File: src/tcfr_pkg.sv
`default_nettype none
package tcfr_pkg;

  localparam int MOTOR_COUNT = 8;
  localparam int IDX_W = (MOTOR_COUNT > 1) ? $clog2(MOTOR_COUNT) : 1;
  localparam int POS_W = $clog2(2 * MOTOR_COUNT + 2);

  localparam logic [7:0]  FRAME_START   = 8'h5A;
  localparam logic [15:0] NEUTRAL       = 16'd1000;
  localparam logic [15:0] FORWARD_MAX   = 16'd2000;
  localparam logic [15:0] REVERSE_TOP   = 16'd1047;
  localparam logic [15:0] FORWARD_SHIFT = 16'd47;
  localparam logic [15:0] TIMEOUT_RESET = 16'd200;
  localparam logic [15:0] COUNT_MAX     = 16'hFFFF;

  localparam logic REQ_BYTE = 1'b0;
  localparam logic REQ_TICK = 1'b1;

  typedef enum logic [1:0] {
    ST_ACCEPTED = 2'd0,
    ST_CSUM_ERR = 2'd1,
    ST_TIMEOUT  = 2'd2
  } status_t;

  function automatic logic [10:0] dshot_code(input logic [15:0] thr);
    logic [15:0] v;
    begin
      v = 16'd0;
      if (thr == NEUTRAL) begin
        v = 16'd0;
      end else if (thr > NEUTRAL && thr <= FORWARD_MAX) begin
        v = thr + FORWARD_SHIFT;
      end else if (thr < NEUTRAL) begin
        v = REVERSE_TOP - thr;
      end
      return v[10:0];
    end
  endfunction

endpackage
`default_nettype wire

File: src/thruster_command_frame_receiver_unit.sv
`default_nettype none
// Thruster command frame receiver. Each input transfer carries either a received byte
// (tuser 0) or a millisecond tick (tuser 1). Frames are 0x5A, one little-endian 16-bit
// throttle per motor, then an XOR checksum of all earlier bytes. A good frame commits the
// throttles and gives one result per motor, a bad checksum one error result, and a
// tick count beyond timeout_ticks (written through cfg_we/cfg_wdata, reset 200) forces all
// throttles to neutral and gives one result per motor, once until the next good frame.
// An input that causes results waits while an earlier burst is still being sent, and the
// single output register steps through the motors, one result per accepted transfer.
module thruster_command_frame_receiver_unit
  import tcfr_pkg::*;
(
  input  wire logic        clk,
  input  wire logic        rst,
  input  wire logic        s_tvalid,
  output logic             s_tready,
  input  wire logic [7:0]  s_tdata,   // data_byte
  input  wire logic        s_tuser,   // req_type
  output logic             m_tvalid,
  input  wire logic        m_tready,
  // status[1:0], motor_index[4:2], throttle_raw[20:5], dshot_value[31:21], idle flag[32]
  output logic [39:0]      m_tdata,
  output logic             m_tlast,   // last_of_run
  input  wire logic        cfg_we,
  input  wire logic [15:0] cfg_wdata
);

  logic [15:0]      timeout_ticks;
  logic [POS_W-1:0] byte_position;
  logic [7:0]       running_xor;
  logic [7:0]       low_byte_hold;
  logic [15:0]      staged_throttles [MOTOR_COUNT];
  logic [15:0]      committed_throttles [MOTOR_COUNT];
  logic [15:0]      idle_tick_count;
  logic             timed_out_flag;

  logic             out_valid;
  logic             out_err;
  status_t          out_status;
  logic [IDX_W-1:0] out_idx;

  logic [15:0]      tick_next;
  logic             is_tick;
  logic             at_start;
  logic             in_body;
  logic             csum_ok;
  logic             do_timeout;
  logic             emit;
  logic             accept;
  logic             out_last;
  logic             out_xfer;
  logic [IDX_W-1:0] stage_idx;
  logic             motors_idle;
  logic [15:0]      cur_thr;

  localparam logic [POS_W-1:0] BODY_END = POS_W'(2 * MOTOR_COUNT);
  localparam logic [IDX_W-1:0] IDX_LAST = IDX_W'(MOTOR_COUNT - 1);

  assign is_tick    = (s_tuser == REQ_TICK);
  assign tick_next  = (idle_tick_count < COUNT_MAX) ? idle_tick_count + 16'd1 : idle_tick_count;
  assign do_timeout = is_tick && (tick_next > timeout_ticks) && !timed_out_flag;
  assign at_start   = (byte_position == '0);
  assign in_body    = !at_start && (byte_position <= BODY_END);
  assign csum_ok    = (s_tdata == running_xor);
  assign emit       = do_timeout || (!is_tick && !at_start && !in_body);
  assign stage_idx  = IDX_W'((byte_position >> 1) - POS_W'(1));

  assign out_last = out_err || (out_idx == IDX_LAST);
  assign out_xfer = out_valid && m_tready;
  assign s_tready = !out_valid || !emit || (m_tready && out_last);
  assign accept   = s_tvalid && s_tready;

  always_comb begin
    motors_idle = 1'b1;
    for (int i = 0; i < MOTOR_COUNT; i++) begin
      if (committed_throttles[i] != NEUTRAL) motors_idle = 1'b0;
    end
  end

  assign cur_thr = out_err ? 16'd0 : committed_throttles[out_idx];

  assign m_tvalid = out_valid;
  assign m_tlast  = out_last;
  assign m_tdata  = {7'd0, motors_idle, (out_err ? 11'd0 : dshot_code(cur_thr)), cur_thr,
                     (out_err ? 3'd0 : 3'(out_idx)), out_status};

  // staged throttles need no reset
  always_ff @(posedge clk) begin
    if (accept && !is_tick && in_body && !byte_position[0]) begin
      staged_throttles[stage_idx] <= {s_tdata, low_byte_hold};
    end
  end

  always_ff @(posedge clk) begin
    if (rst) begin
      timeout_ticks   <= TIMEOUT_RESET;
      byte_position   <= '0;
      running_xor     <= '0;
      low_byte_hold   <= '0;
      idle_tick_count <= '0;
      timed_out_flag  <= 1'b0;
      out_valid       <= 1'b0;
      out_err         <= 1'b0;
      out_status      <= ST_ACCEPTED;
      out_idx         <= '0;
      for (int i = 0; i < MOTOR_COUNT; i++) committed_throttles[i] <= NEUTRAL;
    end else begin
      if (cfg_we) timeout_ticks <= cfg_wdata;

      if (out_xfer) begin
        if (!out_last) out_idx <= out_idx + IDX_W'(1);
        else if (!(accept && emit)) out_valid <= 1'b0;
      end

      if (accept) begin
        if (is_tick) begin
          idle_tick_count <= tick_next;
          if (do_timeout) begin
            timed_out_flag <= 1'b1;
            byte_position  <= '0;
            running_xor    <= '0;
            for (int i = 0; i < MOTOR_COUNT; i++) committed_throttles[i] <= NEUTRAL;
            out_valid  <= 1'b1;
            out_err    <= 1'b0;
            out_status <= ST_TIMEOUT;
            out_idx    <= '0;
          end
        end else if (at_start) begin
          if (s_tdata == FRAME_START) begin
            running_xor   <= s_tdata;
            byte_position <= POS_W'(1);
          end
        end else if (in_body) begin
          if (byte_position[0]) low_byte_hold <= s_tdata;
          running_xor   <= running_xor ^ s_tdata;
          byte_position <= byte_position + POS_W'(1);
        end else begin
          // checksum byte
          byte_position <= '0;
          running_xor   <= '0;
          out_valid     <= 1'b1;
          out_idx       <= '0;
          if (csum_ok) begin
            for (int i = 0; i < MOTOR_COUNT; i++) committed_throttles[i] <= staged_throttles[i];
            idle_tick_count <= '0;
            timed_out_flag  <= 1'b0;
            out_err         <= 1'b0;
            out_status      <= ST_ACCEPTED;
          end else begin
            out_err    <= 1'b1;
            out_status <= ST_CSUM_ERR;
          end
        end
      end
    end
  end

  // an error result is always a run of one
  a_err_single: assert property (@(posedge clk) disable iff (rst)
    (out_valid && out_err) |-> (m_tlast && out_status == ST_CSUM_ERR))
    else $error("error result not a single transfer");

  // a burst steps through the motors one transfer at a time
  a_idx_step: assert property (@(posedge clk) disable iff (rst)
    (out_xfer && !out_last) |=> (out_valid && out_idx == $past(out_idx) + IDX_W'(1)))
    else $error("motor index did not advance");

  // timeout results carry neutral throttles
  a_timeout_neutral: assert property (@(posedge clk) disable iff (rst)
    (out_valid && out_status == ST_TIMEOUT) |-> (m_tdata[20:5] == NEUTRAL && m_tdata[32]))
    else $error("timeout result not neutral");

  // no result-producing input is taken while a burst still has results to send
  a_no_overrun: assert property (@(posedge clk) disable iff (rst)
    (accept && emit && out_valid) |-> (m_tready && out_last))
    else $error("burst overrun");

endmodule
`default_nettype wire
File: config.mk
export PLATFORM = sky130hd
export DESIGN_NAME = thruster_command_frame_receiver_unit
export DESIGN_NICKNAME = d
export VERILOG_FILES = /design/src/tcfr_pkg.sv /design/src/thruster_command_frame_receiver_unit.sv
export SDC_FILE = /design/constraint.sdc
export NUM_CORES = 1
export LEC_CHECK = 0
export BUFFER_PORTS_ARGS = -buffer_cell sky130_fd_sc_hd__buf_2
export CORE_MARGIN = 4
export CORE_UTILIZATION = 60
export DETAILED_ROUTE_END_ITERATION = 10
export PLACE_DENSITY_LB_ADDON = 0.05
export SYNTH_ARGS = -nofsm -noshare
export SYNTH_HDL_FRONTEND = slang
export SYNTH_SLANG_ARGS = --single-unit
export TNS_END_PERCENT = 10
File: constraint.sdc
create_clock -name clk -period 5.3 [get_ports clk]
set_input_delay 0.53 -clock clk [delete_from_list [all_inputs] [get_ports clk]]
set_output_delay 0.53 -clock clk [all_outputs]
set_load 0.1 [all_outputs]
==> metrics.cfg, run 1 <==
[die]
rows=56
core_um2=23500
die_y_um=162
die_w_um=162
initial_core_util_pct=60.9
io_pins=73
die_area_um2=26300

[sta]
skew_ns=0.0194
tightest_slew_ns=1.17
report.final.slew_viol_count=0
finalHoldViolations=0
final.min_clock_period_ns=5.03
setup_ws_ns=0.271
fin_crit_sh_pct=94.9
relSlewSlack_pct=21.9
setup_viol_count_final=0
rsz0062_at_grt=false
fmax_ghz=0.199

[setup_path]
cp_slowest_cell=mux4_2
critPathKind=flip-flop to primary output
worst-path-max-fanout=12
critPathTopFamily=compound AO/OA/AOI/OAI gates
start_kind=flip-flop
cp_cell_sequence=mux4_2, a22oi_2, clkinvlp_4, ha_4, nor2b_1, a221oi_1, a21boi_0, nand3_1, a22oi_2, a221oi_2, buf_2
path_common_cell=a22oi_2
cpPeakStageDelay_ns=0.56
worst_setup_path_end_kind=primary output
crit_required_ns=4.77
cp_num_buf_inv=2
worstPathArrival_ns=4.50

[route]
wl_um=33000
ant_nets=0
drtIter0Drc=894
drtPass1Iterations=5
drc_errors=0
wl_per_cell_um=21.9
vias_per_cell=6.09
vias=9162

[clock_network]
cts_tree=done
cts.root.buffer_cell=clkbuf_16
clk_pin_slew_ns=0.06
clockBufferDepth=3
postCtsSetupBuffers=0
cts_buffers=31
cts_max_level=1
worstSkewPairLatency_ns=0.55
clkSinkCount=316

[place]
gp_congestion=0.878
dpl.hpwl_um=22400
pre_cts_ws_ns=0.416
dpl.cell_count=1448
portBuffers=65

[yosys]
syn_area_um2=14300
yosysWarnings=0
synth.distinct_cells=72
synth.avg_cell_area_um2=13.0
synth-edff-count=240
ys_seq_area_share_pct=61.1
syn_inst=1100
ys.flop_type=edfxtp_1
ys_ff_latch=316
synth_async_sr_flop_share_pct=0

[global_routing]
track_usage_pct=25.1
grt_pass1_wl_um=50900
grt-ovfl-total=0
antenna_found_initial=1
grt_pass1_vias=8855
grt_max_degree=123

[final_layout]
layout_commonest_cell=edfxtp_1
final_cell_mix=edfxtp_1, and2_1, dfxtp_1
fin_cells=1505
nets=1221
antennaDiodeCount=0
drive_gt1_share_pct=16.6
syn_to_final_growth_pct=12.5

[hold_path]
min_path_type=primary input to flip-flop

[power_and_ir_drop]
power.leakage_uw=0.00556
vdd_drop_max_v=0.000264
power.density_nw_per_um2=330

[job]
cap_viol_max_count=0

[outcome]
status=completed

through the flow:
step	power (µW)	hold slack, ns	setup TNS, ns	util, %	area, µm²
3_3_place_gp	3030	0.431	0	63.8	15000
6_report	5310	0.208	0	68.5	16100
2_1_floorplan	2950	0.429	-0.849	-	14400
4_1_cts	5340	0.193	0	68.4	16100
5_1_grt	5480	0.206	0	68.5	16100
3_5_place_dp	3030	0.440	0	63.8	15000
synth_stat cells, drive strengths merged, types with 6 or more instances:
cell	n	area, µm²
nand2b	46	288
o21a	9	67.6
nor4b	8	70.1
xnor2	14	123
o22a	6	52.6
a22o	19	166
nand3	36	180
mux2i	22	224
a21oi	41	205
a32o	6	60.1
xor2	10	87.6
nor2	70	279
nor3	20	105
o211ai	10	75.1
nand4b	7	61.3
buf	23	166
dfxtp	76	1520
o21ai	30	154
inv	37	139
nand4	30	188
nor2b	8	50.1
a21o	11	82.6
edfxtp	240	7210
and2	76	475
ha	29	363
nor4	19	134
clkbuf	37	139
nand2	58	218
mux4	36	841
final timing paths:
kind / startpoint / endpoint / slack, ns / depth (start not counted)
worst min register to register: staged_throttles[0][13]$_DFFE_PP_ / committed_throttles[0][13]$_SDFFE_PP0P_ / 0.45 / 1
worst min-delay path: cfg_wdata[6] / timeout_ticks[6]$_SDFFE_PP1P_ / 0.21 / 3
worst max register to register: idle_tick_count[3]$_SDFFE_PP0P_ / committed_throttles[7][6]$_SDFFCE_PN1P_ / 0.43 / 15
worst max-delay path: out_idx[1]$_SDFF_PP0_ / m_tdata[30] / 0.27 / 11
routing by layer:
metal | vias up | global-route usage (%) | part of all wire [%]
li1 | 4277 | - | -
met1 | 4492 | 35.9 | 42
met2 | 332 | 41.0 | 48
met3 | 61 | 3.81 | 7.4
met4 | 0 | 6.57 | 2.4
met5 | - | 0 | 0
tightest hold or removal path: stages:
cell      delay (ns)
buf_2           0.08
nand2_1         0.04
o211ai_1        0.06
power by group:
part / total (µW) / leakage, µW / internal, µW / switching, µW
logic: 272 / 0.00232 / 73.9 / 198
registers: 2710 / 0.00271 / 2680 / 25.7
clock network: 2330 / 0.000522 / 1430 / 902
total: 5310 / 0.00556 / 4180 / 1130
cells by family after synthesis:
| family | share of synthesized area [%] |
|---|---|
| compound gates | 8.32 |
| xor+xnor | 1.47 |
| fa+ha+maj | 2.54 |
| buf+inv | 3.11 |
| flops | 61.1 |
| mux | 7.61 |
| other cells | 0.0263 |
| simple gates | 15.8 |
state kept, by name, indices dropped and copies added, names as in the netlist, 2 cells and up:
register,count
byte_position,5
committed_throttles,128
idle_tick_count,16
low_byte_hold,8
out_idx,3
out_status,2
running_xor,8
staged_throttles,128
timeout_ticks,16
repair_timing:
item | CTS | global route
hold endpoints to repair | 0 | 0
gates resized for setup | 0 | 3
setup endpoints to repair | 0 | 2
hold buffers | 0 | 0
cell type report:
type | count | area (µm²)
Clock buffer | 38 | 812
Multi-Input combinational cell | 693 | 5230
Inverter | 37 | 143
Fill cell | 1702 | 7400
Clock inverter | 19 | 277
Tap cell | 319 | 399
Sequential cell | 316 | 8730
Timing Repair Buffer | 83 | 479
Note: power is estimated with default switching activity, not from simulation.
==> inputs of run 2 (changes only) <==
--- a/config.mk
+++ b/config.mk
@@ -5,6 +5,7 @@
 export SDC_FILE = /design/constraint.sdc
 export NUM_CORES = 1
 export LEC_CHECK = 0
+export ABC_AREA = 1
 export BUFFER_PORTS_ARGS = -buffer_cell sky130_fd_sc_hd__buf_2
 export CORE_MARGIN = 4
 export CORE_UTILIZATION = 60
==> run 2 against run 1 <==
Register-to-register slack improved by 0.18 ns. Critical endpoint is now staged_throttles[6][1]$_DFFE_PP_. Design area increased by 3.6%. Critical path depth increased by 12. First-iteration DRC count is 30% higher. Die area rose by 5.3%. Wire length increased by 14%. Fmax grew 7.2%.
==> metrics.cfg, run 2 <==
[yosys]
yosysWarnings=0  ; unchanged
ys.flop_type=edfxtp_1  ; unchanged
synthTopCellsByArea=edfxtp_1, dfxtp_1, nand2_1  ; was edfxtp_1, dfxtp_1, mux4_2
synth.distinct_cells=41  ; was 72
synthTopCellsByCount=nand2_1, inv_1, edfxtp_1  ; was edfxtp_1, and2_1, dfxtp_1
ys_ff_latch=316  ; unchanged
synth.avg_cell_area_um2=9.01  ; was 13.0 µm²
syn_area_um2=15100  ; was 14300 µm²
synth_async_sr_flop_share_pct=0  ; unchanged
post-synth-top-area-fraction_pct=47.8  ; was 50.5%
yosysTopAreaCell=edfxtp_1  ; unchanged
synth-edff-count=240  ; unchanged
syn_inst=1674  ; was 1100
ys_seq_area_share_pct=57.9  ; was 61.1%
synth_most_common_cell=nand2_1  ; was edfxtp_1

[final_layout]
n_fill_cell=1994  ; was 1702
layout_commonest_cell=nand2_1  ; was edfxtp_1
regArea_um2=8730  ; about the same
fin_cells=2083  ; was 1505
final_util_pct=67.8  ; was 68.5%
multi_input_area_um2=4890  ; was 5230 µm²
final_cell_mix=nand2_1, inv_1, edfxtp_1  ; was edfxtp_1, and2_1, dfxtp_1
finish.instance_area_um2=16600  ; was 16100 µm²
largestRegisters=committed_throttles x128, staged_throttles x128  ; unchanged
drive_gt1_share_pct=11.1  ; was 16.6%
nets=1794  ; was 1221
syn_to_final_growth_pct=10.4  ; was 12.5%

[setup_path]
critPathKind=flip-flop to flip-flop  ; was flip-flop to primary output
worst-path-max-fanout=15  ; was 12
worstPathArrival_ns=4.87  ; was 4.50 ns
worst_setup_path_end_kind=flip-flop  ; was primary output
crit_required_ns=5.48  ; was 4.77 ns
start_kind=flip-flop  ; unchanged

[clock_network]
clockBufferDepth=3  ; unchanged
ctsResizeCount=0  ; unchanged
holdBufCountCts=0  ; unchanged
cts_tree=done  ; unchanged
worstSkewPairLatency_ns=0.52  ; was 0.55 ns
clk_pin_slew_ns=0.06  ; about the same
postCtsSetupBuffers=0  ; unchanged
clkSinkCount=316  ; unchanged
cts_buffers=35  ; was 31
cts_max_level=2  ; was 1
cts.root.buffer_cell=clkbuf_16  ; unchanged

[sta]
final.min_clock_period_ns=4.69  ; was 5.03 ns
relSlewSlack_pct=44.5  ; was 21.9%
tightest_slew_ns=0.831  ; was 1.17 ns
fin_setup_tns_ns=0  ; unchanged
fin_crit_sh_pct=88.5  ; was 94.9%
finalHoldViolations=0  ; unchanged
fmax_ghz=0.213  ; was 0.199 GHz
setup_viol_count_final=0  ; unchanged
rsz0062_at_grt=false  ; unchanged
report.final.slew_viol_count=0  ; unchanged
skew_ns=0.0200  ; was 0.0194 ns

[route]
wl_per_cell_um=18.1  ; was 21.9 µm
drc_errors=0  ; unchanged
drtPass1Iterations=5  ; unchanged
wl_um=37600  ; was 33000 µm
ant_nets=0  ; unchanged
vias_per_cell=5.40  ; was 6.09
vias=11256  ; was 9162
drtIter0Drc=1162  ; was 894

[place]
portBuffers=65  ; unchanged
placed_cell_area_um2=15600  ; was 15000 µm²
dpl.cell_count=2022  ; was 1448
gp_congestion=0.881  ; was 0.878
dpl.hpwl_um=24800  ; was 22400 µm

[die]
initial_core_util_pct=61.5  ; was 60.9%
die_w_um=167  ; was 162 µm
rows=57  ; was 56
io_pins=73  ; unchanged
core_um2=24500  ; was 23500 µm²
die_area_um2=27700  ; was 26300 µm²
die_y_um=167  ; was 162 µm

[global_routing]
grt_pass1_wl_um=58400  ; was 50900 µm
grt_max_degree=113  ; was 123
grt-ovfl-total=0  ; unchanged
antenna_found_initial=1  ; unchanged
grt_pass1_vias=10512  ; was 8855
track_usage_pct=26.7  ; was 25.1%

[power_and_ir_drop]
vdd_drop_max_v=0.000446  ; was 0.000264 V
power_uw=6100  ; was 5310 µW
power.density_nw_per_um2=366  ; was 330 nW/µm²
power.leakage_uw=0.00735  ; was 0.00556 µW

[hold_path]
min_path_type=primary input to flip-flop  ; unchanged

[job]
cap_viol_max_count=0  ; unchanged

[outcome]
status=completed  ; unchanged

[run 2: cell count changes after synthesis, sizes merged, moves of 19 or more]
| cell | change |
|---|---|
| nand2 | +344 |
| nand2b | -46 |
| mux2i | -22 |
| buf | +27 |
| nand3 | +84 |
| a22o | -19 |
| a21oi | +20 |
| inv | +244 |
| and2 | -76 |
| or2 | +42 |
| nor2 | +109 |
| o21ai | +35 |
| mux4 | -36 |
[run 2: final cells by class]
type                    count  share of cell area, %
diodes                      1                 0.0150
clock buffers              48                   5.68
clock inverters            12                  0.519
inverters                 283                   6.41
multi-input cells        1012                   29.4
flip-flops and latches    316                   52.5
well taps                 324                   2.44
repair buffers             87                   3.10
[run 2: cells by family after synthesis]
| logic type | synth area share, % |
|---|---|
| flops | 57.9 |
| compound gates | 4.85 |
| fa+ha+maj | 2.41 |
| other cells | 0.0249 |
| buf+inv | 9.87 |
| xor+xnor | 1.51 |
| simple gates | 23.4 |
[run 2: path summary, 6_finish.rpt]
check                                   from                               end  slack [ns]  cells past startpoint
min reg2reg       out_status[1]$_SDFFE_PP0P_        out_status[1]$_SDFFE_PP0P_        0.48                      2
max reg2reg  idle_tick_count[0]$_SDFFE_PP0P_  staged_throttles[6][1]$_DFFE_PP_        0.61                     23
min                             cfg_wdata[3]     timeout_ticks[3]$_SDFFE_PP1P_        0.25                      3
max          idle_tick_count[0]$_SDFFE_PP0P_  staged_throttles[6][1]$_DFFE_PP_        0.61                     23
[run 2: per-layer routing]
layer	share of wire, %	track usage [%]	vias up
met5	0	0	-
met4	2.8	8.00	0
met1	45	40.5	5197
met2	44	40.5	477
li1	-	-	5505
met3	8.2	3.89	77
[run 2: power breakdown]
part / internal [µW] / switching (µW)
clock network: 1290 / 918
registers: 2710 / 33.8
logic: 209 / 929
total: 4210 / 1880
[run 2: critical path, cell delays in order, from the launching register on]
cell and delay [ns]:
dfxtp_1 0.42, ha_1 0.22, nand2_1 0.06, inv_1 0.07, nand2_1 0.08, nor3_1 0.32, nand2_1 0.13, nor3_1 0.20
xor2_1 0.10, or2_2 0.30, ha_1 0.30, nand4_1 0.12, nor3_1 0.26, nand2_1 0.09, nand2_1 0.07, nor2_1 0.04
nand2_1 0.12, nand2_2 0.11, nand2_2 0.11, nand2_1 0.21, nor3_1 0.36, nand2_1 0.20, nor2_2 0.15, buf_4 0.30
[run 2: stage by stage]
stage | worst slack, ns | hold WS [ns]
after global routing | 0.199 | 0.261
after detailed placement | 0.734 | 0.463
after CTS | 0.695 | 0.245
after floorplan | 0.0547 | 0.436
final | 0.608 | 0.247
after global placement | 0.943 | 0.452
==> inputs of run 3 (changes only) <==
--- a/config.mk
+++ b/config.mk
@@ -8,7 +8,7 @@
 export ABC_AREA = 1
 export BUFFER_PORTS_ARGS = -buffer_cell sky130_fd_sc_hd__buf_2
 export CORE_MARGIN = 4
-export CORE_UTILIZATION = 60
+export CORE_UTILIZATION = 56
 export DETAILED_ROUTE_END_ITERATION = 10
 export PLACE_DENSITY_LB_ADDON = 0.05
 export SYNTH_ARGS = -nofsm -noshare
==> constraint.sdc (replaced) <==
create_clock -name clk -period 4.2 [get_ports clk]
set_input_delay 0.42 -clock clk [delete_from_list [all_inputs] [get_ports clk]]
set_output_delay 0.42 -clock clk [all_outputs]
set_load 0.1 [all_outputs]
==> run 3 against run 2 <==
Wire length up 5.8%. Sequential power rose by 26%. Global-route usage up 0.41 points. Register-to-register slack lost 0.41 ns. First-iteration DRC count increased by 7.1%. Non-clock buffer count grew 6. Clock skew increased by 0.0011 ns. Worst setup slack got worse by 0.41 ns. Sequential cell count unchanged. Critical endpoint is now staged_throttles[2][2]$_DFFE_PP_.
==> metrics.cfg, run 3 (synthesized netlist as in run 2, its figures left out) <==
[outcome]
status=completed  ; unchanged

[clock_network]
cts.root.buffer_cell=clkbuf_16  ; unchanged
cts_tree=done  ; unchanged
postCtsSetupBuffers=0  ; unchanged
clockBufferDepth=3  ; unchanged
holdBufCountCts=0  ; unchanged
cts_buffers=34  ; was 35
clkSinkCount=316  ; unchanged
cts_max_level=2  ; unchanged
worstSkewPairLatency_ns=0.52  ; about the same
ctsResizeCount=1  ; was 0
clk_pin_slew_ns=0.06  ; about the same

[power_and_ir_drop]
internal_power_uw=5670  ; was 4210 µW
p_sw_uw=2460  ; was 1880 µW
power.leakage_uw=0.00751  ; was 0.00735 µW
sw_frac_of_total_pct=30.3  ; was 30.9%
p_seq_share_pct=42.7  ; was 45.0%
power.density_nw_per_um2=476  ; was 366 nW/µm²
p_comb_share_pct=20.9  ; was 18.7%
clkPwrFrac_pct=36.5  ; was 36.3%
vdd_drop_max_v=0.000327  ; was 0.000446 V

[sta]
finalHoldViolations=0  ; unchanged
fmax_ghz=0.250  ; was 0.213 GHz
fin_setup_tns_ns=0  ; unchanged
relSlewSlack_pct=55.2  ; was 44.5%
report.final.slew_viol_count=0  ; unchanged
setup_ws_ns=0.194  ; was 0.608 ns
fin_crit_sh_pct=95.4  ; was 88.5%
timing.hold.ws_ns=0.129  ; was 0.247 ns
skew_ns=0.0211  ; was 0.0200 ns
tightest_slew_ns=0.671  ; was 0.831 ns
final.min_clock_period_ns=4.01  ; was 4.69 ns
setup_viol_count_final=0  ; unchanged

[route]
wl_per_cell_um=18.9  ; was 18.1 µm
wl_met2_um=16500  ; about the same
wl_met1_um=18400  ; was 16900 µm
drtIter0Drc=1244  ; was 1162
vias_per_cell=5.37  ; was 5.40
vias=11282  ; was 11256
dr_wl_met3_um=4140  ; was 3090 µm
drc_errors=0  ; unchanged
drtPass1Iterations=6  ; was 5
routed.top_layer=met4  ; unchanged
ant_nets=0  ; unchanged
wl_um=39800  ; was 37600 µm

[final_layout]
final_cell_mix=nand2_1, inv_1, edfxtp_1  ; unchanged
final_util_pct=64.9  ; was 67.8%
multi_input_area_um2=4950  ; was 4890 µm²
layout_commonest_cell=nand2_1  ; unchanged
drive_gt1_share_pct=12.7  ; was 11.1%
n_fill_cell=2157  ; was 1994
syn_to_final_growth_pct=13.2  ; was 10.4%
regArea_um2=8730  ; unchanged
nets=1799  ; was 1794
largestRegisters=committed_throttles x128, staged_throttles x128  ; unchanged

[global_routing]
grt_pass1_wl_um=60400  ; was 58400 µm
grt_pass1_vias=10315  ; was 10512
grt_max_degree=63  ; was 113
antenna_found_initial=1  ; unchanged
track_usage_pct=27.1  ; was 26.7%
grt-ovfl-total=0  ; unchanged

[die]
rows=59  ; was 57
io_pins=73  ; unchanged
die_y_um=172  ; was 167 µm
core_um2=26300  ; was 24500 µm²
die_w_um=172  ; was 167 µm
initial_core_util_pct=57.4  ; was 61.5%
die_area_um2=29600  ; was 27700 µm²

[setup_path]
cpPeakStageDelay_ns=0.33  ; was 0.42 ns
crit_required_ns=4.40  ; was 5.48 ns
critPathTopFamily=simple AND/OR/NAND/NOR gates  ; unchanged
worst_setup_path_end_kind=flip-flop  ; unchanged
start_kind=flip-flop  ; unchanged
cp_slowest_cell=dfxtp_1  ; unchanged
critPathKind=flip-flop to flip-flop  ; unchanged
path_common_cell=nand2_1  ; unchanged
cp_cell_sequence=ha_1, nand2_1, inv_1, nand2_1, nor3_4, nand2_1, nor3_1, xor2_1, or2_2, ha_1, nand4_1, nor3_1, nand2_1, nand2_1, nor2_1, nand2_1, nand2_2, nand2_4, nand2_1, nor3_2, nand2_2, nor2_2, buf_4  ; was ha_1, nand2_1, inv_1, nand2_1, nor3_1, nand2_1, nor3_1, xor2_1, or2_2, ha_1, nand4_1, nor3_1, nand2_1, nand2_1, nor2_1, nand2_1, nand2_2, nand2_2, nand2_1, nor3_1, nand2_1, nor2_2, buf_4
worst-path-max-fanout=16  ; was 15
cp_num_buf_inv=2  ; unchanged
worstPathArrival_ns=4.20  ; was 4.87 ns

[place]
pre_cts_ws_ns=0.0832  ; was 0.734 ns
gp_congestion=0.942  ; was 0.881
dpl.hpwl_um=27500  ; was 24800 µm
portBuffers=65  ; unchanged

[hold_path]
min_path_type=primary input to flip-flop  ; unchanged

[job]
cap_viol_max_count=0  ; unchanged

run 3: layout make-up:
cell class | instances | share of cell area [%]
Antenna cell | 1 | 0.0147
Clock buffer | 43 | 5.43
Clock inverter | 19 | 1.13
Inverter | 283 | 6.27
Multi-Input combinational cell | 1012 | 29.0
Sequential cell | 316 | 51.1
Tap cell | 335 | 2.46
Timing Repair Buffer | 93 | 4.57
run 3: per-stage QoR:
stage	std cells	cell area, µm²	total power (µW)
3_5_place_dp	2039	15900	5220
4_1_cts	2101	17000	8170
2_1_floorplan	1680	15100	4700
5_1_grt	2101	17100	8430
6_report	2102	17100	8130
3_3_place_gp	2039	15900	5220
run 3: worst paths after layout:
check	start	end	slack, ns	cells past startpoint
worst min register to register	out_status[1]$_SDFFE_PP0P_	out_status[1]$_SDFFE_PP0P_	0.46	2
worst max-delay path	idle_tick_count[0]$_SDFFE_PP0P_	staged_throttles[2][2]$_DFFE_PP_	0.19	23
worst max register to register	idle_tick_count[0]$_SDFFE_PP0P_	staged_throttles[2][2]$_DFFE_PP_	0.19	23
worst min-delay path	cfg_wdata[6]	timeout_ticks[6]$_SDFFE_PP1P_	0.13	3
run 3: routing by layer:
layer | global-route usage (%) | vias to the layer above
met4 | 6.70 | 0
met2 | 38.4 | 471
met5 | 0 | -
met3 | 6.33 | 52
met1 | 42.5 | 5248
li1 | - | 5511
run 3: power by group through the flow:
stage               clock network (µW)  logic (µW)  registers, µW
floorplan                            0        1180           3530
global placement                     0        1680           3530
detailed placement                   0        1690           3530
CTS                               3000        1700           3470
global route                      3150        1810           3470
finish                            2960        1700           3470
run 3: worst reg2reg max path, stage by stage (launching register included):
cell and delay, ns:
dfxtp_1 0.33, ha_1 0.20, nand2_1 0.07, inv_1 0.07, nand2_1 0.10, nor3_4 0.17, nand2_1 0.09, nor3_1 0.21
xor2_1 0.11, or2_2 0.30, ha_1 0.30, nand4_1 0.11, nor3_1 0.21, nand2_1 0.08, nand2_1 0.06, nor2_1 0.04
nand2_1 0.12, nand2_2 0.13, nand2_4 0.09, nand2_1 0.10, nor3_2 0.25, nand2_2 0.18, nor2_2 0.12, buf_4 0.25
